**src/hw/rtl/dsrt_pkg.sv**
```systemverilog
// Shared types and constants for the DNS source rate tagger.
package dsrt_pkg;

    // Item operation codes.
    localparam logic [1:0] OP_PACKET = 2'd0;
    localparam logic [1:0] OP_TICK   = 2'd1;
    localparam logic [1:0] OP_SWEEP  = 2'd2;

    // Configuration register indexes.
    localparam logic [1:0] CFG_EXPIRE_SECONDS    = 2'd0;
    localparam logic [1:0] CFG_COUNT_THRESHOLD   = 2'd1;
    localparam logic [1:0] CFG_PAYLOAD_THRESHOLD = 2'd2;

    // Configuration reset values.
    localparam logic [15:0] EXPIRE_SECONDS_RST    = 16'd10;
    localparam logic [15:0] COUNT_THRESHOLD_RST   = 16'd10;
    localparam logic [15:0] PAYLOAD_THRESHOLD_RST = 16'd100;

    localparam logic [15:0] DNS_PORT      = 16'd53;
    localparam logic [31:0] UDP_HDR_BYTES = 32'd8;

    // One table entry as stored in memory.
    typedef struct packed {
        logic        valid;
        logic [31:0] addr;
        logic [16:0] count;
        logic [31:0] created;
    } dsrt_entry_t;

    // Commands from the controller to the datapath.
    typedef struct packed {
        logic load_item;
        logic tick;
        logic scan_start;
        logic rd_en;
        logic clr_en;
        logic upd_hit;
        logic upd_expire;
        logic insert;
        logic publish;
    } dsrt_cmd_t;

    // Status from the datapath to the controller.
    typedef struct packed {
        logic [1:0] op;
        logic       long_dns;
        logic       issue_done;
        logic       chk_valid;
        logic       hit;
        logic       expired;
    } dsrt_status_t;

endpackage

```
**src/hw/rtl/dsrt_controller.sv**
```systemverilog
// Controller state machine of the tagger: sequences clearing, decode, scans and result hand-off.
module dsrt_controller
    import dsrt_pkg::*;
(
    input  logic         clk,
    input  logic         rst_n,
    input  logic         in_valid,
    output logic         in_ready,
    output logic         out_valid,
    input  logic         out_ready,
    input  dsrt_status_t st,
    output dsrt_cmd_t    cmd
);

    typedef enum logic [2:0] {
        ST_CLEAR,
        ST_IDLE,
        ST_DECODE,
        ST_SCAN_PKT,
        ST_SCAN_SWEEP,
        ST_FINISH
    } state_t;

    state_t state_reg;
    state_t state_next;
    logic   out_valid_reg;
    logic   out_valid_next;

    assign in_ready  = (state_reg == ST_IDLE);
    assign out_valid = out_valid_reg;

    always_comb
    begin
        cmd        = '0;
        state_next = state_reg;
        unique case (state_reg)
            ST_CLEAR:
            begin
                cmd.clr_en = !st.issue_done;
                if (st.issue_done)
                begin
                    cmd.scan_start = 1'b1;
                    state_next     = ST_IDLE;
                end
            end
            ST_IDLE:
            begin
                if (in_valid)
                begin
                    cmd.load_item = 1'b1;
                    state_next    = ST_DECODE;
                end
            end
            ST_DECODE:
            begin
                unique case (st.op)
                    OP_PACKET:
                    begin
                        if (st.long_dns)
                        begin
                            cmd.scan_start = 1'b1;
                            state_next     = ST_SCAN_PKT;
                        end
                        else
                        begin
                            state_next = ST_FINISH;
                        end
                    end
                    OP_TICK:
                    begin
                        cmd.tick   = 1'b1;
                        state_next = ST_FINISH;
                    end
                    OP_SWEEP:
                    begin
                        cmd.scan_start = 1'b1;
                        state_next     = ST_SCAN_SWEEP;
                    end
                    default:
                    begin
                        state_next = ST_FINISH;
                    end
                endcase
            end
            ST_SCAN_PKT:
            begin
                // The first matching entry ends the scan; an exhausted scan inserts.
                priority if (st.hit)
                begin
                    cmd.upd_hit = 1'b1;
                    state_next  = ST_FINISH;
                end
                else if (st.issue_done && !st.chk_valid)
                begin
                    cmd.insert = 1'b1;
                    state_next = ST_FINISH;
                end
                else
                begin
                    cmd.rd_en = !st.issue_done;
                end
            end
            ST_SCAN_SWEEP:
            begin
                cmd.upd_expire = st.expired;
                cmd.rd_en      = !st.issue_done;
                if (st.issue_done && !st.chk_valid)
                begin
                    state_next = ST_FINISH;
                end
            end
            ST_FINISH:
            begin
                if (!out_valid_reg || out_ready)
                begin
                    cmd.publish = 1'b1;
                    state_next  = ST_IDLE;
                end
            end
            default:
            begin
                state_next = ST_IDLE;
            end
        endcase
    end

    always_comb
    begin
        priority if (cmd.publish)
        begin
            out_valid_next = 1'b1;
        end
        else if (out_ready)
        begin
            out_valid_next = 1'b0;
        end
        else
        begin
            out_valid_next = out_valid_reg;
        end
    end

    always_ff @(posedge clk or negedge rst_n)
    begin
        if (!rst_n)
        begin
            state_reg     <= ST_CLEAR;
            out_valid_reg <= 1'b0;
        end
        else
        begin
            state_reg     <= state_next;
            out_valid_reg <= out_valid_next;
        end
    end

endmodule
```
**config.mk**
```make
export PLATFORM = sky130hd
export DESIGN_NAME = dsrt_controller
export DESIGN_NICKNAME = d
export VERILOG_FILES = /design/src/hw/rtl/dsrt_pkg.sv /design/src/hw/rtl/dsrt_controller.sv
export SDC_FILE = /design/constraint.sdc
export NUM_CORES = 1
export LEC_CHECK = 0
export BUFFER_PORTS_ARGS = -buffer_cell sky130_fd_sc_hd__buf_2
export CAP_MARGIN = 20
export CORE_UTILIZATION = 26
export CTS_BUF_LIST = sky130_fd_sc_hd__clkbuf_2 sky130_fd_sc_hd__clkbuf_4 sky130_fd_sc_hd__clkbuf_8
export DETAILED_ROUTE_END_ITERATION = 6
export REMOVE_ABC_BUFFERS = 1
export SLEW_MARGIN = 15
export SYNTH_ARGS = -nofsm -noshare
export SYNTH_HDL_FRONTEND = slang
export SYNTH_SLANG_ARGS = --single-unit
```
**constraint.sdc**
```tcl
create_clock -name clk -period 3.67 [get_ports clk]
set_clock_uncertainty 0.1 [all_clocks]
set_input_delay 0.5505 -clock clk [delete_from_list [all_inputs] [get_ports clk]]
set_output_delay 0.5505 -clock clk [all_outputs]
set_load 0.02 [all_outputs]
```
==> results of run 1 <==
## per-layer routing
metal,GRT usage,vias to the layer above
li1,-,195
met4,0.0776,0
met1,0.146,159
met5,0,-
met3,0.0347,0
met2,0.163,10
## final cells by class
class                           count  area (sq um)  area share
Multi-Input combinational cell     35           221       0.469
Timing Repair Buffer               21           105       0.223
Sequential cell                     4           100       0.212
Clock buffer                        3          22.5      0.0477
Tap cell                           15          18.8      0.0398
Inverter                            1          3.75     0.00796
## cells in the final DEF, fill, tap and decap left out, types with 2 or more instances in the layout
cell / n
nand2b_1: 2
clkbuf_4: 3
nand2_1: 6
nor2_1: 4
buf_2: 21
a21oi_1: 3
nor3_1: 2
and3_1: 3
dfrtp_1: 4
nor2b_1: 2
## worst paths after layout
path                                end  cells after the start    startpoint
setup / recovery                 cmd[5]                      3  state_reg[2]
hold reg to reg               out_valid                      2     out_valid
setup reg to reg           state_reg[0]                      3  state_reg[2]
min in group clk              out_valid                      2     out_valid
hold / removal                out_valid                      1         rst_n
max in group asynchronous  state_reg[0]                      1         rst_n
## power breakdown
| part | total [mW] | switching (mW) | internal, mW |
|---|---|---|---|
| Clock | 0.0518 | 0.0154 | 0.0364 |
| Sequential | 0.105 | 0.0408 | 0.0642 |
| Combinational | 0.183 | 0.100 | 0.0832 |
| Total | 0.340 | 0.156 | 0.184 |
## cell usage after synthesis
cell type	count	area share
and2b_1	1	0.021
a32o_1	1	0.028
nand3_1	1	0.014
o22ai_2	1	0.035
nor2b_1	2	0.035
nor4_1	1	0.017
nor3_1	2	0.028
o21ba_2	1	0.028
a21oi_1	3	0.042
nand2_1	6	0.062
buf_6	2	0.062
inv_1	1	0.010
and2b_2	1	0.024
buf_4	1	0.021
a311oi_1	1	0.024
or3b_4	1	0.031
nand3b_1	1	0.021
mux2i_1	1	0.028
nor3b_1	1	0.021
a21bo_2	1	0.028
buf_2	1	0.014
dfrtp_1	4	0.28
and3_1	3	0.052
nor2_1	4	0.042
nand2b_1	2	0.035
## stage by stage
step / total power, mW / instances / area (sq um)
floorplan: 0.230 / 40 / 325
global placement: 0.288 / 76 / 449
detailed placement: 0.289 / 76 / 449
CTS: 0.343 / 79 / 472
global route: 0.370 / 79 / 472
finish: 0.340 / 79 / 472
## kinds of logic after synthesis
logic type | count (synthesis) | share of synthesized area
compound gates | 8 | 0.184
simple gates | 26 | 0.403
mux | 1 | 0.0278
buf+inv | 5 | 0.108
flops | 4 | 0.278
==> metrics.yaml, run 1 <==
drt:
  top_layer_used: "met3"
  viasPerCell: 4.61
  drt_first_iter_violations: 6
  vias: 364
  dr_wl_met3_um: 25
  drtAntennaViolNets: 0
  first_pass_iters: 4
  wl_met2_um: 354
  wire_per_inst_um: 9.70
  wl_met1_um: 386
  totalWireLength_um: 766
  drc: 0
critical_path:
  crit_slowest_cell: "dfrtp_1"
  worstPathArrival_ns: 1.45
  critical-path-top-delay-family: "flip-flops"
  cp-end-kind: "output port"
  slowest_delay_ns: 0.49
  path_buf_inv: 1
  worst_setup_path_start_kind: "flip-flop"
  worstPathMaxFanout: 9
  rrSetupSlack_ns: 2.25
  crit_required_ns: 3.02
  critPathKind: "reg2out"
  path_cells: "or3b_4 -> a21oi_1 -> buf_2"
die:
  rows: 13
  die_h_um: 39.2
  start_util: 0.277
  die-area_sq_um: 1540
  io_pins: 22
  die_w_um: 39.2
  fp.coreArea_sq_um: 1300
finish:
  drive_gt1_frac: 0.453
  largest_register_ffs: 3
  fillCellCount: 152
  n_antenna_cell: 0
  nNetsFinal: 77
  syn2layout_area_growth_pct: 30.9
  utilization: 0.363
grt:
  grt_pass1_vias: 287
  grt_pass1_wl_um: 1150
  grt-ovfl-total: 0
  grt_start_max_net_pins: 14
  grt_usage: 0.115
  antenna_found_initial: 0
placement:
  place.gp.congestion: 0.714
  place_hpwl_um: 600
  port_buffers: 21
  pre_cts_slack_ns: 1.75
run_status:
  outcome: "finished clean"
clock_tree:
  cts_root_buf: "clkbuf_4"
  cts_buffers: 3
  cts_repair_resize_count: 0
  cts_sinks: 4
  clockBufferDepth: 2
  clk_pin_slew_worst_paths_ns: 0.04
  cts-htree-levels: 1
  cts_tree: "yes"
  post_cts_buffers: 0
  postCtsHoldBufs: 0
  worst_skew_pair.late_latency_ns: 0.23
yosys:
  syn_area_sq_um: 360
  ys_seq_area_frac: 0.278
  synthCells: 44
  avgSynthCellArea_sq_um: 8.19
  yosysWarningCount: 0
  synth_cell_type_count: 25
  ys_ff_latch: 4
timing:
  hold_viol: 0
  timing.hold.ws_ns: 0.0164
  period_share: 0.573
  tns_ns: 0
  worst_pin_slew_ns: 0.344
  rsz0062_at_grt: "false"
  setup_slack_ns: 1.57
  relSlewSlack: 0.768
  finalCriticalPeriod_ns: 2.10
  fmax_mhz: 476
  setup_viol: 0
  slew_viol_final: 0
hold_path:
  hp-class: "in2async"
power_and_ir_drop:
  powerDensity_nw_per_um2: 721
  ir_drop_mv: 0.265
  p_leak_nw: 0.258
run:
  drv_cap: 0
Note: power is estimated with default switching activity, not from simulation.
==> inputs of run 2 (changes only) <==
--- a/config.mk
+++ b/config.mk
@@ -5,6 +5,7 @@
 export SDC_FILE = /design/constraint.sdc
 export NUM_CORES = 1
 export LEC_CHECK = 0
+export ABC_AREA = 1
 export BUFFER_PORTS_ARGS = -buffer_cell sky130_fd_sc_hd__buf_2
 export CAP_MARGIN = 20
 export CORE_UTILIZATION = 26
==> constraint.sdc (replaced) <==
create_clock -name clk -period 2.01 [get_ports clk]
set_clock_uncertainty 0.1 [all_clocks]
set_input_delay 0.3015 -clock clk [delete_from_list [all_inputs] [get_ports clk]]
set_output_delay 0.3015 -clock clk [all_outputs]
set_load 0.02 [all_outputs]
==> metrics.yaml, run 2 <==
clock_tree:
  cts_root_buf: "clkbuf_4"  # unchanged
  cts_sinks: 4  # unchanged
  worst_skew_pair.late_latency_ns: 0.23  # about the same
  clockBufferDepth: 2  # unchanged
  cts-htree-levels: 1  # unchanged
  postCtsHoldBufs: 1  # was 0
  clk_pin_slew_worst_paths_ns: 0.04  # about the same
  cts_tree: "yes"  # unchanged
  cts_repair_resize_count: 0  # unchanged
  post_cts_buffers: 0  # unchanged
  cts_buffers: 3  # unchanged
drt:
  dr_wl_met3_um: 51  # was 25 um
  wl_met1_um: 417  # was 386 um
  wl_met2_um: 412  # was 354 um
  vias: 463  # was 364
  wire_per_inst_um: 8.30  # was 9.70 um
  drt_first_iter_violations: 7  # was 6
  drtAntennaViolNets: 0  # unchanged
  first_pass_iters: 4  # unchanged
  viasPerCell: 4.37  # was 4.61
  totalWireLength_um: 880  # was 766 um
  drc: 0  # unchanged
  top_layer_used: "met3"  # unchanged
yosys:
  synth-compound-area-share: 0.129  # was 0.184
  muxShareOfSynthArea: 0  # was 0.0278
  synth-xor-area-share: 0  # unchanged
  avgSynthCellArea_sq_um: 6.07  # was 8.19 sq um
  synth_top_family_by_area: "simple AND/OR/NAND/NOR gates"  # unchanged
  synth-async-reset-ratio: 1.00  # unchanged
  ys.flop_type: "dfrtp_1"  # unchanged
  synth.most_common_cell: "inv_1"  # was nand2_1
  synthAdderAreaFrac: 0  # unchanged
  synth_top_area_share: 0.246  # was 0.278
  syn_area_sq_um: 407  # was 360 sq um
  synth.top_cells.by_count: "15 x inv_1, 11 x nand2_1, 11 x nor2_1"  # was 6 x nand2_1, 4 x dfrtp_1, 4 x nor2_1, 3 x a21oi_1, 3 x and3_1
  synth.area.top_cells: "dfrtp_1 25%, inv_1 14%, nand2_1 10%, nor2_1 10%, nand3_2 9.8%"  # was dfrtp_1 28%, buf_6 6.3%, nand2_1 6.3%, and3_1 5.2%, a21oi_1 4.2%
  synth-simple-area-share: 0.449  # was 0.403
  synth_top_cell_by_area: "dfrtp_1"  # unchanged
  yosysWarningCount: 0  # unchanged
  ys_ff_latch: 4  # unchanged
  synth_edf_count: 0  # unchanged
  synth_cell_type_count: 16  # was 25
  synthCells: 67  # was 44
  ys_seq_area_frac: 0.246  # was 0.278
finish:
  final_cell_mix: "21 x buf_2, 15 x inv_1, 11 x nor2_1, 11 x nand2_1"  # was 21 x buf_2, 6 x nand2_1, 4 x nor2_1, 4 x dfrtp_1
  drive_gt1_frac: 0.440  # was 0.453
  final_common_cell: "buf_2"  # unchanged
  stdcell_count: 106  # was 79
  utilization: 0.402  # was 0.363
  nNetsFinal: 104  # was 77
  final_cell_area_sq_um: 556  # was 472 sq um
  n_antenna_cell: 0  # unchanged
  syn2layout_area_growth_pct: 36.6  # was 30.9%
  largest_register_ffs: 3  # unchanged
placement:
  placed_area_sq_um: 523  # was 449 sq um
  dp_cells: 102  # was 76
  pre_cts_slack_ns: 0.458  # was 1.75 ns
  port_buffers: 21  # unchanged
  place.gp.congestion: 0.846  # was 0.714
  place_hpwl_um: 753  # was 600 um
die:
  die_h_um: 41.5  # was 39.2 um
  die-area_sq_um: 1730  # was 1540 sq um
  fp.coreArea_sq_um: 1380  # was 1300 sq um
  die_w_um: 41.5  # was 39.2 um
  rows: 13  # unchanged
  start_util: 0.294  # was 0.277
  io_pins: 22  # unchanged
grt:
  grt-ovfl-total: 0  # unchanged
  grt_usage: 0.114  # was 0.115
  antenna_found_initial: 0  # unchanged
  grt_start_max_net_pins: 8  # was 14
  grt_pass1_vias: 405  # was 287
  grt_pass1_wl_um: 1520  # was 1150 um
timing:
  hold_viol: 0  # unchanged
  setup_slack_ns: 0.229  # was 1.57 ns
  fmax_mhz: 562
  finalCriticalPeriod_ns: 1.78
  slew_viol_final: 0  # unchanged
  period_share: 0.886
  tns_ns: 0  # unchanged
  worst_pin_slew_ns: 0.280  # was 0.344 ns
  relSlewSlack: 0.813  # was 0.768
  setup_viol: 0  # unchanged
  rsz0062_at_grt: "false"  # unchanged
power_and_ir_drop:
  powerDensity_nw_per_um2: 1250  # was 721 nW/um^2
  ir_drop_mv: 0.494  # was 0.265 mV
  p_leak_nw: 0.349  # was 0.258 nW
critical_path:
  reg2reg_depth: 6  # was 3
  worstPathMaxFanout: 7  # was 9
  critPathKind: "reg2out"  # unchanged
  worst_setup_path_start_kind: "flip-flop"  # unchanged
  worstPathArrival_ns: 1.38  # was 1.45 ns
  crit_required_ns: 1.61  # was 3.02 ns
  rr_endpoint: "state_reg[0]"  # unchanged
  cp-end-kind: "output port"  # unchanged
  r2r-start: "state_reg[1]"  # was state_reg[2]
  rrSetupSlack_ns: 0.69  # was 2.25 ns
hold_path:
  hold_start: "out_ready"
  holdPathEnd: "out_valid"
  min_path_cells: 4
  hp-class: "in2reg"  # was in2async
run_status:
  outcome: "finished clean"  # unchanged
run:
  drv_cap: 0  # unchanged
## run 2: cell count changes after synthesis, sizes merged, moves of 2 or more
cell | previous run | this run
and3 | 3 | 0
and2b | 2 | 0
nand2 | 6 | 15
inv | 1 | 17
o21ai | 0 | 6
nor2 | 4 | 15
buf | 4 | 1
nand2b | 2 | 0
nor2b | 2 | 0
nand3 | 1 | 5
## run 2: critical path, cell delays in order, from the launching register on
cell,delay (ns)
dfrtp_1,0.46
nor2_2,0.20
nand2_2,0.11
a21oi_1,0.13
a31o_2,0.11
buf_2,0.15
## run 2: stage by stage
step                      power, mW  hold slack [ns]
final                         0.697            0.259
after global routing          0.771            0.264
after CTS                     0.707            0.259
after detailed placement      0.606           0.0131
after global placement        0.605           0.0111
after floorplan               0.491          -0.0941
## run 2: power by group
| part | total (mW) | switching, mW | internal [mW] |
|---|---|---|---|
| clock network | 0.0948 | 0.0283 | 0.0665 |
| registers | 0.171 | 0.0531 | 0.118 |
| logic | 0.431 | 0.278 | 0.154 |
| total | 0.697 | 0.359 | 0.338 |
## run 2: routing by layer
layer	GRT usage	up-vias
met5	0	-
met1	0.123	201
met3	0.0696	0
li1	-	248
met2	0.191	14
met4	0.0194	0
## run 2: area by class of cell
class	instances	area, sq um
fill	144	827
multi-input combinational	45	235
timing repair buffer	22	115
sequential	4	100
inverter	17	63.8
clock buffer	3	22.5
tap	15	18.8
## run 2: logic make-up (layout without fill, tap and decap cells)
kind of cell	Yosys count	count (layout)
buffers and inverters	18	42
AOI/OAI and AO/OA	9	9
DFF	4	4
and+or+nand+nor	36	36
## run 2: worst max path at each step
stage                         to  cells after the start         start  slack, ns
after global routing      cmd[6]                      5  state_reg[0]       0.13
final                     cmd[6]                      5  state_reg[0]       0.23
after floorplan           cmd[7]                      3  state_reg[0]       0.44
after global placement    cmd[6]                      5  state_reg[0]       0.43
after detailed placement  cmd[6]                      5  state_reg[0]       0.46
after CTS                 cmd[6]                      5  state_reg[0]       0.21
